[src/sync_len_crc8_frame_decoder_macros.svh]
// Assertion helpers for the frame decoder.
// Each macro expects clk and rst_n in the scope where it is used.
`ifndef SYNC_LEN_CRC8_FRAME_DECODER_MACROS_SVH
`define SYNC_LEN_CRC8_FRAME_DECODER_MACROS_SVH

// Check that a condition implies another in the same cycle
`define SLCFD_ASSERT_SAME(label, ante, cons) \
    label: assert property (@(posedge clk) disable iff (!rst_n) (ante) |-> (cons)) \
        else $error("frame decoder check failed");

// Check that a condition implies another in the next cycle
`define SLCFD_ASSERT_NEXT(label, ante, cons) \
    label: assert property (@(posedge clk) disable iff (!rst_n) (ante) |=> (cons)) \
        else $error("frame decoder check failed");

`endif

[src/slcfd_pkg.sv]
`default_nettype none

package slcfd_pkg;

    // Result status codes
    localparam logic [1:0] STAT_HDR  = 2'd0;
    localparam logic [1:0] STAT_DATA = 2'd1;
    localparam logic [1:0] STAT_CRC  = 2'd2;
    localparam logic [1:0] STAT_OVER = 2'd3;

    // Sync byte after reset
    localparam logic [7:0] SYNC_RESET = 8'hC6;

    // CRC-8 generator polynomial
    localparam logic [7:0] CRC_POLY = 8'h07;

    typedef enum logic [2:0] {
        ST_HUNT,
        ST_TYPE,
        ST_LEN,
        ST_DATA,
        ST_CHECK,
        ST_PAY_RD,
        ST_PAY_WAIT
    } state_t;

    // Controller to datapath commands
    typedef struct packed {
        logic start;     // sync found: clear crc
        logic cap_type;  // capture type byte
        logic cap_len;   // capture length byte
        logic feed;      // take one payload byte
        logic check;     // compare crc, load header or error result
        logic rd_issue;  // read payload store at read index
        logic load_pay;  // load payload result, advance read index
    } cmd_t;

    // Datapath to controller status
    typedef struct packed {
        logic sync_hit;    // input byte equals sync value
        logic len_zero;    // input byte is zero
        logic cnt_done;    // this payload byte is the last one
        logic pay_follow;  // good frame with payload to send
        logic pay_last;    // read index points at final payload byte
        logic out_free;    // output register can take a result
    } sts_t;

    // One byte through the CRC, msb first, no reflection
    function automatic logic [7:0] crc8_feed(input logic [7:0] crc, input logic [7:0] b);
        logic [7:0] c;
        c = crc ^ b;
        for (int k = 0; k < 8; k++)
        begin
            if (c[7])
            begin
                c = {c[6:0], 1'b0} ^ CRC_POLY;
            end
            else
            begin
                c = {c[6:0], 1'b0};
            end
        end
        return c;
    endfunction

endpackage

`default_nettype wire

[src/slcfd_ctrl.sv]
`default_nettype none

module slcfd_ctrl
(
    input  wire logic              clk,
    input  wire logic              rst_n,
    input  wire logic              in_valid,
    input  wire slcfd_pkg::sts_t   sts,
    output slcfd_pkg::cmd_t        cmd,
    output logic                   in_stall
);

`include "sync_len_crc8_frame_decoder_macros.svh"

    slcfd_pkg::state_t state_reg;
    slcfd_pkg::state_t state_next;
    logic              acc;

    // Hold the phase register
    always_ff @(posedge clk or negedge rst_n)
    begin
        if (!rst_n)
        begin
            state_reg <= slcfd_pkg::ST_HUNT;
        end
        else
        begin
            state_reg <= state_next;
        end
    end

    // Stall input while emitting payload, or at the crc byte while a result waits
    always_comb
    begin
        case (state_reg)
            slcfd_pkg::ST_PAY_RD:   in_stall = 1'b1;
            slcfd_pkg::ST_PAY_WAIT: in_stall = 1'b1;
            slcfd_pkg::ST_CHECK:    in_stall = !sts.out_free;
            default:                in_stall = 1'b0;
        endcase
    end

    assign acc = in_valid && !in_stall;

    // Next phase and datapath commands
    always_comb
    begin
        state_next = state_reg;
        cmd        = '0;
        case (state_reg)
            slcfd_pkg::ST_HUNT:
            begin
                if (acc && sts.sync_hit)
                begin
                    cmd.start  = 1'b1;
                    state_next = slcfd_pkg::ST_TYPE;
                end
            end
            slcfd_pkg::ST_TYPE:
            begin
                if (acc)
                begin
                    cmd.cap_type = 1'b1;
                    state_next   = slcfd_pkg::ST_LEN;
                end
            end
            slcfd_pkg::ST_LEN:
            begin
                if (acc)
                begin
                    cmd.cap_len = 1'b1;
                    state_next  = sts.len_zero ? slcfd_pkg::ST_CHECK : slcfd_pkg::ST_DATA;
                end
            end
            slcfd_pkg::ST_DATA:
            begin
                if (acc)
                begin
                    cmd.feed = 1'b1;
                    if (sts.cnt_done)
                    begin
                        state_next = slcfd_pkg::ST_CHECK;
                    end
                end
            end
            slcfd_pkg::ST_CHECK:
            begin
                if (acc)
                begin
                    cmd.check  = 1'b1;
                    state_next = sts.pay_follow ? slcfd_pkg::ST_PAY_RD : slcfd_pkg::ST_HUNT;
                end
            end
            slcfd_pkg::ST_PAY_RD:
            begin
                cmd.rd_issue = 1'b1;
                state_next   = slcfd_pkg::ST_PAY_WAIT;
            end
            slcfd_pkg::ST_PAY_WAIT:
            begin
                if (sts.out_free)
                begin
                    cmd.load_pay = 1'b1;
                    state_next   = sts.pay_last ? slcfd_pkg::ST_HUNT : slcfd_pkg::ST_PAY_RD;
                end
            end
            default:
            begin
                state_next = slcfd_pkg::ST_HUNT;
            end
        endcase
    end

    // Never overwrite a result that is still waiting
    `SLCFD_ASSERT_SAME(a_pay_load_free, cmd.load_pay, sts.out_free)
    `SLCFD_ASSERT_SAME(a_check_load_free, cmd.check, sts.out_free)
    // A store read is always followed by its wait state
    `SLCFD_ASSERT_NEXT(a_read_then_wait, state_reg == slcfd_pkg::ST_PAY_RD,
        state_reg == slcfd_pkg::ST_PAY_WAIT)
    // A frame with nothing more to send goes straight back to hunting
    `SLCFD_ASSERT_NEXT(a_check_to_hunt, cmd.check && !sts.pay_follow,
        state_reg == slcfd_pkg::ST_HUNT)

endmodule

`default_nettype wire

[src/slcfd_datapath.sv]
`default_nettype none

module slcfd_datapath
#(
    parameter int MAX_PAYLOAD = 63,
    parameter int COUNT_WIDTH = 16
)
(
    input  wire logic        clk,
    input  wire logic        rst_n,
    input  wire logic        cfg_wr_en,
    input  wire logic [7:0]  cfg_wr_data,
    input  wire logic [7:0]  rx_byte,
    input  wire slcfd_pkg::cmd_t cmd,
    output slcfd_pkg::sts_t  sts,
    input  wire logic        out_stall,
    output logic             out_valid,
    output logic [1:0]       status,
    output logic [7:0]       frame_type,
    output logic [7:0]       frame_len,
    output logic [7:0]       data_byte,
    output logic             last,
    output logic [15:0]      good_frames,
    output logic [15:0]      bad_frames
);

    localparam int IDX_W = (MAX_PAYLOAD > 1) ? $clog2(MAX_PAYLOAD) : 1;
    localparam logic [7:0] MAX_B = 8'(MAX_PAYLOAD);

    logic [7:0]             sync_reg;
    logic [7:0]             type_reg;
    logic [7:0]             len_reg;
    logic [7:0]             cnt_reg;
    logic [7:0]             crc_reg;
    logic [7:0]             crc_next;
    logic [COUNT_WIDTH-1:0] good_reg;
    logic [COUNT_WIDTH-1:0] good_next;
    logic [COUNT_WIDTH-1:0] bad_reg;
    logic [COUNT_WIDTH-1:0] bad_next;
    logic [31:0]            good_wide;
    logic [31:0]            bad_wide;
    logic [IDX_W-1:0]       rd_idx_reg;
    logic [7:0]             rd_data_reg;
    logic [7:0]             mem [MAX_PAYLOAD];
    logic                   over;
    logic                   crc_ok;
    logic                   store_en;

    logic                   out_valid_reg;
    logic [1:0]             status_reg;
    logic [7:0]             frame_type_reg;
    logic [7:0]             frame_len_reg;
    logic [7:0]             data_byte_reg;
    logic                   last_reg;
    logic [15:0]            good_frames_reg;
    logic [15:0]            bad_frames_reg;

    // Frame checks
    assign crc_next = slcfd_pkg::crc8_feed(crc_reg, rx_byte);
    assign over     = len_reg > MAX_B;
    assign crc_ok   = crc_reg == rx_byte;
    assign store_en = cmd.feed && (len_reg <= MAX_B) && (cnt_reg < MAX_B);

    // Counter values after this frame
    always_comb
    begin
        good_next = good_reg;
        bad_next  = bad_reg;
        if (over || !crc_ok)
        begin
            bad_next = bad_reg + COUNT_WIDTH'(1);
        end
        else
        begin
            good_next = good_reg + COUNT_WIDTH'(1);
        end
    end

    assign good_wide = 32'(good_next);
    assign bad_wide  = 32'(bad_next);

    // Status for the controller
    always_comb
    begin
        sts.sync_hit   = rx_byte == sync_reg;
        sts.len_zero   = rx_byte == 8'd0;
        sts.cnt_done   = ({1'b0, cnt_reg} + 9'd1) >= {1'b0, len_reg};
        sts.pay_follow = !over && crc_ok && (len_reg != 8'd0);
        sts.pay_last   = (8'(rd_idx_reg) + 8'd1) == len_reg;
        sts.out_free   = !out_valid_reg || !out_stall;
    end

    // Sync value register
    always_ff @(posedge clk or negedge rst_n)
    begin
        if (!rst_n)
        begin
            sync_reg <= slcfd_pkg::SYNC_RESET;
        end
        else if (cfg_wr_en)
        begin
            sync_reg <= cfg_wr_data;
        end
    end

    // Frame fields, crc, byte count, counters and read index
    always_ff @(posedge clk or negedge rst_n)
    begin
        if (!rst_n)
        begin
            type_reg   <= '0;
            len_reg    <= '0;
            cnt_reg    <= '0;
            crc_reg    <= '0;
            good_reg   <= '0;
            bad_reg    <= '0;
            rd_idx_reg <= '0;
        end
        else
        begin
            if (cmd.start)
            begin
                crc_reg <= '0;
            end
            if (cmd.cap_type)
            begin
                type_reg <= rx_byte;
                crc_reg  <= crc_next;
            end
            if (cmd.cap_len)
            begin
                len_reg <= rx_byte;
                cnt_reg <= '0;
                crc_reg <= crc_next;
            end
            if (cmd.feed)
            begin
                cnt_reg <= cnt_reg + 8'd1;
                crc_reg <= crc_next;
            end
            if (cmd.check)
            begin
                cnt_reg    <= '0;
                good_reg   <= good_next;
                bad_reg    <= bad_next;
                rd_idx_reg <= '0;
            end
            if (cmd.load_pay)
            begin
                rd_idx_reg <= rd_idx_reg + IDX_W'(1);
            end
        end
    end

    // Payload store: write while receiving, registered read while emitting
    always_ff @(posedge clk)
    begin
        if (store_en)
        begin
            mem[cnt_reg[IDX_W-1:0]] <= rx_byte;
        end
        if (cmd.rd_issue)
        begin
            rd_data_reg <= mem[rd_idx_reg];
        end
    end

    // Output valid: set on load, drop when taken
    always_ff @(posedge clk or negedge rst_n)
    begin
        if (!rst_n)
        begin
            out_valid_reg <= 1'b0;
        end
        else if (cmd.check || cmd.load_pay)
        begin
            out_valid_reg <= 1'b1;
        end
        else if (!out_stall)
        begin
            out_valid_reg <= 1'b0;
        end
    end

    // Output payload
    always_ff @(posedge clk)
    begin
        if (cmd.check)
        begin
            if (over)
            begin
                status_reg <= slcfd_pkg::STAT_OVER;
            end
            else if (!crc_ok)
            begin
                status_reg <= slcfd_pkg::STAT_CRC;
            end
            else
            begin
                status_reg <= slcfd_pkg::STAT_HDR;
            end
            frame_type_reg  <= type_reg;
            frame_len_reg   <= len_reg;
            data_byte_reg   <= '0;
            last_reg        <= !sts.pay_follow;
            good_frames_reg <= good_wide[15:0];
            bad_frames_reg  <= bad_wide[15:0];
        end
        else if (cmd.load_pay)
        begin
            status_reg    <= slcfd_pkg::STAT_DATA;
            data_byte_reg <= rd_data_reg;
            last_reg      <= sts.pay_last;
        end
    end

    assign out_valid   = out_valid_reg;
    assign status      = status_reg;
    assign frame_type  = frame_type_reg;
    assign frame_len   = frame_len_reg;
    assign data_byte   = data_byte_reg;
    assign last        = last_reg;
    assign good_frames = good_frames_reg;
    assign bad_frames  = bad_frames_reg;

endmodule

`default_nettype wire

[src/sync_len_crc8_frame_decoder.sv]
`default_nettype none

// Channel   Direction  Handshake              Payload
// input     in         in_valid / in_stall    rx_byte
// output    out        out_valid / out_stall  status, frame_type, frame_len, data_byte,
//                                             last, good_frames, bad_frames
// config    in         cfg_wr_en              cfg_wr_data (sync value)
//
// Each received byte is taken when in_valid is high and in_stall is low; only the crc
// byte gives results. After a good frame each payload result passes a store read, then
// an output register load, and input stalls after the crc byte while payload is emitted.
// The crc byte itself stalls while an earlier result still waits in the output register.
// Reset clears the phase, frame fields, counters and output valid; the payload
// store is not cleared and is only read where the current frame wrote it.

module sync_len_crc8_frame_decoder
#(
    parameter int MAX_PAYLOAD = 63,
    parameter int COUNT_WIDTH = 16
)
(
    input  wire logic        clk,
    input  wire logic        rst_n,
    input  wire logic        cfg_wr_en,
    input  wire logic [7:0]  cfg_wr_data,
    input  wire logic        in_valid,
    output logic             in_stall,
    input  wire logic [7:0]  rx_byte,
    output logic             out_valid,
    input  wire logic        out_stall,
    output logic [1:0]       status,
    output logic [7:0]       frame_type,
    output logic [7:0]       frame_len,
    output logic [7:0]       data_byte,
    output logic             last,
    output logic [15:0]      good_frames,
    output logic [15:0]      bad_frames
);

    slcfd_pkg::cmd_t cmd;
    slcfd_pkg::sts_t sts;

    // Phase sequencing
    slcfd_ctrl u_ctrl
    (
        .clk      (clk),
        .rst_n    (rst_n),
        .in_valid (in_valid),
        .sts      (sts),
        .cmd      (cmd),
        .in_stall (in_stall)
    );

    // Frame fields, crc, store and output register
    slcfd_datapath
    #(
        .MAX_PAYLOAD (MAX_PAYLOAD),
        .COUNT_WIDTH (COUNT_WIDTH)
    )
    u_datapath
    (
        .clk         (clk),
        .rst_n       (rst_n),
        .cfg_wr_en   (cfg_wr_en),
        .cfg_wr_data (cfg_wr_data),
        .rx_byte     (rx_byte),
        .cmd         (cmd),
        .sts         (sts),
        .out_stall   (out_stall),
        .out_valid   (out_valid),
        .status      (status),
        .frame_type  (frame_type),
        .frame_len   (frame_len),
        .data_byte   (data_byte),
        .last        (last),
        .good_frames (good_frames),
        .bad_frames  (bad_frames)
    );

endmodule

`default_nettype wire
[config.mk]
export PLATFORM = sky130hd
export DESIGN_NAME = sync_len_crc8_frame_decoder
export DESIGN_NICKNAME = d
export VERILOG_FILES = /design/src/slcfd_pkg.sv /design/src/slcfd_ctrl.sv /design/src/slcfd_datapath.sv /design/src/sync_len_crc8_frame_decoder.sv
export VERILOG_INCLUDE_DIRS = /design/src /design/src/src
export SDC_FILE = /design/constraint.sdc
export NUM_CORES = 1
export LEC_CHECK = 0
export BUFFER_PORTS_ARGS = -buffer_cell sky130_fd_sc_hd__buf_2
export CAP_MARGIN = 20
export CORE_MARGIN = 3
export CORE_UTILIZATION = 30
export CTS_CLUSTER_DIAMETER = 150
export DETAILED_ROUTE_END_ITERATION = 6
export GPL_TIMING_DRIVEN = 0
export PLACE_DENSITY = 0.55
export RECOVER_POWER = 25
export SLEW_MARGIN = 20
export SYNTH_ARGS = -nofsm -noshare
export SYNTH_HDL_FRONTEND = slang
export SYNTH_SLANG_ARGS = --single-unit
export TNS_END_PERCENT = 10
[constraint.sdc]
create_clock -name clk -period 3.05 [get_ports clk]
set_clock_uncertainty 0.1 [all_clocks]
set_input_delay 0.1525 -clock clk [delete_from_list [all_inputs] [get_ports clk]]
set_output_delay 0.1525 -clock clk [all_outputs]
set_load 0.005 [all_outputs]
== Word level (Yosys, flattened, before mapping) ==
Memories as Yosys holds them, arrays and structs flattened. A register that Yosys moved wholly into a read port is not among the register bits.
Index checks and enable logic that the tools add are counted.
Operators by class
  $lt $le $gt $ge: 4
  eq/ne operators: 17
  mux-type cells: 51
  reduce and logical (&&, ||, !) cells: 24
  $add $sub $neg: 6
  bitwise operators: 9
Operators with widths (number)
  $mux W8: 7
  $mux W3: 18
  $add A16 B1 Y16 const B: 2
  $mux W16: 2
  $eq A8 B8 Y1: 3
  $not A3 Y3: 8
  $pmux W3 S7: 1
  $mux W1: 16
  $ne A2 B1 Y1 const B: 7
  $mux W6: 2
  $add A8 B1 Y9 const B: 1
  $eq A3 B3 Y1 const B: 3
  $ge A9 B8 Y1: 1
  $add A8 B1 Y8 const B: 1
  $gt A8 B6 Y1 const B: 1
  $le A8 B6 Y1 const B: 1
  $logic_not A8 Y1: 1
  $lt A8 B6 Y1 const B: 1
  $mux W2: 4
  $reduce_bool A8 Y1: 1
  $xor A8 B8 Y8: 1
  $add A6 B1 Y7 const B: 1
  $logic_not A1 Y1: 7
  $reduce_and A7 Y1: 1
  other kinds (12): 20
Word-level totals
  memories kept: 1
  memory bits (writable): 504
  word-level logic and storage cells: 129
  output and inout port bits: 61
  bits in registers: 141
Memories
  u_datapath.mem: depth 63, width 8, rd ports 1, clocked after memory_dff 1, wr ports 1, RTL line slcfd_datapath.sv:44  | logic [7:0] mem [MAX_PAYLOAD];

== Longest topological paths before layout ==
  depth in word-level cells: 20
  mapped depth: 11
  gate-level depth less buffers: 11

== Modules after synthesis ==
Synthesis repeated with hierarchy kept, for this count alone.
Unflattened totals
  cells, all modules: 1530
  area, all modules: 26696.9 um^2
By module, submodules not included
  slcfd_datapath: times used 1, sequential area each 19048.3 um^2, area an instance 26301.5 um^2, cells each 1482
  slcfd_ctrl: times used 1, sequential area each 75.1 um^2, area an instance 395.4 um^2, cells each 48

== Worst setup path before layout ==
Ideal clock, no wire load.
  path type: reg-to-reg
  from: register u_ctrl.state_reg[0]
  to: register u_datapath.bad_frames_reg[0] (netlist: u_datapath.bad_frames[0]) (enable)
  library setup time: 431 ps
  setup slack: -242 ps
  data arrival time: 2761 ps
  cell stages (with the launch flop): 6
  buffers on the path: 2
  required time: 2519 ps
  clock period less this slack: 3292 ps
  cells stage by stage: dfrtp_1 -> nor2_1 -> nand4_1 -> inv_1 -> clkbuf_1 -> buf_1
RTL lines
  start, declared: RTL line slcfd_ctrl.sv:15  | slcfd_pkg::state_t state_reg;
  start signal, assigned: RTL line slcfd_ctrl.sv:24  | state_reg <= slcfd_pkg::ST_HUNT;
  start signal, assigned: RTL line slcfd_ctrl.sv:28  | state_reg <= state_next;
  end signal, assigned: RTL line slcfd_datapath.sv:207  | bad_frames_reg <= bad_wide[15:0];
  end, declared: RTL line slcfd_datapath.sv:56  | logic [15:0] bad_frames_reg;

==> flow_metrics.py <==
metrics = {
    "place": {
        "dp_cells": 2748,
        "numPortBuffers": 80,
        "dp_slack_ns": -0.908,
        "routabilityCongestion": 0.828,
        "dp_hpwl_mm": 41.2,
    },
    "clock_network": {
        "cts_tree": "yes",
        "cts_made_buffers": 70,
        "clk-insertion-delay-late_ns": 0.62,
        "clock_sinks": 653,
        "cts_buffer_depth": 3,
        "clkTransAtPathRegs_ns": 0.06,
        "cts.root.buffer_cell": "clkbuf_16",
        "cts_max_level": 3,
    },
    "timing": {
        "holdWs_ns": 0.00986,
        "max_slew_margin": 0.316,
        "rsz0062_at_grt": "false",
        "timing.final.ws_setup_ns": 0.0299,
        "slew_viol_final": 0,
        "period_needed_ns": 3.02,
        "fin_crit_sh": 0.990,
        "tns_ns": 0,
        "setup_viol": 0,
        "clock.fmax_ghz": 0.331,
        "tightest_slew_ns": 1.03,
        "hold_viol": 0,
    },
    "critical_path": {
        "slowest_delay_ns": 0.49,
        "cp_max_fo": 10,
        "required_ns": 3.28,
        "worst-setup-path-type": "reg -> reg",
        "crit_family": "buffers and inverters",
        "critPathSlowestCell": "dfrtp_1",
        "crit_chain": "buf_2 > buf_2 > buf_2 > mux2i_1 > a211oi_1 > nor3_1 > nor2_1",
        "path_common_cell": "buf_2",
        "crit_arrival_ns": 3.25,
        "crit_buf_inv": 3,
        "rrSetupSlack_ns": 0.03,
        "cp-start-kind": "flop",
        "worstSetupEndpointType": "flop",
    },
    "yosys": {
        "synth_fa_ha_area_frac": 0.00706,
        "ys_seq_area_frac": 0.720,
        "netlist_area_sq_um": 26600,
        "synth_area_per_cell_sq_um": 17.6,
        "async_flop_share": 0.126,
        "synth-main-ff-cell": "edfxtp_1",
        "synth_top_family_by_area": "multiplexers",
        "yosysWarnings": 0,
        "synthMuxAreaShare": 0.137,
        "yosys.area_share.simple": 0.0567,
        "netlist_instances": 1512,
        "synth_cell_type_count": 58,
        "synth-seq-cells": 653,
        "synth_xor_xnor_area_share": 0.0343,
        "synth_compound_area_frac": 0.0275,
        "synth_edf_count": 563,
        "syn_nets": 1548,
    },
    "floorplanning": {
        "die_w_um": 304,
        "fp.dieH_um": 304,
        "start_util": 0.304,
        "num_io_pins": 82,
        "design.die.area_sq_um": 92200,
        "coreArea_sq_um": 87300,
        "rows": 108,
    },
    "cells_and_area": {
        "nets": 1732,
        "largest_reg_flops": 504,
        "final_cells": 2909,
        "regArea_sq_um": 19100,
        "utilization": 0.365,
        "multiInputGateArea_sq_um": 7650,
        "area_growth_pct": 19.9,
        "n_fill_cell": 8189,
        "drive_above_1_share": 0.278,
    },
    "drt": {
        "via_count": 14300,
        "vias_per_cell": 4.90,
        "drc_errors": 0,
        "dr.pass1.iters": 5,
        "drt-initial-drc-count": 1262,
        "ant_nets": 0,
        "wirelength_mm": 65.0,
        "post_drt_wl_per_cell_um": 22.4,
    },
    "grt": {
        "grt_pass1_wl_mm": 97.0,
        "grtUsageTotal": 0.139,
        "grt_pass1_vias": 14700,
        "grt_max_degree": 69,
        "grt_overflow": 0,
        "grt_antenna_before_repair": 1,
    },
    "power": {
        "power_density_nw_per_um2": 784,
        "p_leak_uw": 0.0104,
        "ir_drop_mv": 0.434,
    },
    "outcome": {
        "run_status": "finished clean",
    },
    "job": {
        "max_cap_viol_count": 0,
    },
    "min_path": {
        "worstHoldPathType": "in -> reg",
    },
}
placed cells by master (no fill, tap or decap), types with 21 or more instances in the layout:
master | netlist | layout
clkbuf_1 | 41 | 45
buf_2 | 22 | 82
mux2i_1 | 43 | 36
nand3_1 | 44 | 38
dfrtp_1 | 78 | 74
dlygate4sd3_1 | 0 | 21
edfxtp_1 | 563 | 563
o21ai_0 | 37 | 37
nor2_4 | 0 | 61
nor2_1 | 110 | 46
buf_4 | 2 | 23
nand2_1 | 106 | 102
mux2_2 | 21 | 21
xnor2_1 | 77 | 76
a21oi_1 | 26 | 26
clkbuf_16 | 0 | 72
mux4_2 | 122 | 122
xor2_1 | 27 | 27
per-stage QoR:
step                area (sq um)  power (uW)
finish                     31900       25000
global route               31900       26000
CTS                        31500       25000
detailed placement         28500       16500
global placement           28400       16400
floorplan                  26600       14500
synthesized netlist by cell type (15+ instances only):
| cell type | instances | area share |
|---|---|---|
| nand3_1 | 44 | 0.0083 |
| xnor2_1 | 77 | 0.025 |
| inv_1 | 17 | 0.0024 |
| buf_2 | 22 | 0.0041 |
| nor2_1 | 110 | 0.016 |
| mux2i_1 | 43 | 0.016 |
| mux4_2 | 122 | 0.10 |
| dfrtp_1 | 78 | 0.073 |
| o21ai_0 | 37 | 0.0070 |
| ha_1 | 15 | 0.0071 |
| edfxtp_1 | 563 | 0.64 |
| xor2_1 | 27 | 0.0089 |
| clkbuf_1 | 41 | 0.0058 |
| nand2_1 | 106 | 0.015 |
| mux2_2 | 21 | 0.0089 |
| a21oi_1 | 26 | 0.0049 |
final timing paths:
check,from,end,cells after the start
worst min-delay path,rx_byte[2],u_datapath.mem[23][2],1
worst max register to register,u_datapath.rd_idx_reg[2],u_datapath.rd_data_reg[4],7
min in group asynchronous,rst_n,u_datapath.bad_reg[9],4
worst max-delay path,u_datapath.rd_idx_reg[2],u_datapath.rd_data_reg[4],7
max in group asynchronous,rst_n,u_datapath.sync_reg[6],4
worst min register to register,u_datapath.type_reg[3],u_datapath.frame_type[3],0
layout make-up:
type,count,area share
antenna,1,0.0000786
sequential,653,0.600
buffer,78,0.0152
inverter,18,0.00212
tap,1155,0.0454
clock inverter,31,0.00970
timing repair buffer,114,0.0247
clock buffer,98,0.0621
multi-input combinational,761,0.240
logic make-up after synthesis:
kind of cell	after synthesis
flops	653
simple gates	333
buf+inv	98
compound gates	114
fa+ha+maj	15
mux	195
xor+xnor	104
per-layer routing:
| metal | global-route usage | up-vias | wire [um] |
|---|---|---|---|
| li1 | - | 6284 | - |
| met1 | 0.189 | 7393 | 27900 |
| met2 | 0.224 | 465 | 30900 |
| met3 | 0.0242 | 120 | 3860 |
| met4 | 0.0530 | 0 | 2400 |
| met5 | 0 | - | 0 |
where the power goes:
group | total, uW | internal, uW | switching [uW]
clock | 8380 | 4920 | 3470
combinational | 6120 | 2690 | 3440
sequential | 10500 | 10100 | 316
total | 25000 | 17700 | 7220
timing repair:
action / in CTS / in global routing
gates cloned: 0 / 0
hold endpoints to repair: 90 / 63
gates resized for setup: 152 / 73
buffers inserted: 0 / 10
pin swaps: 1 / 4
hold buffers: 21 / 2
setup endpoints to repair: 604 / 532
Note: power is estimated with default switching activity, not from simulation.
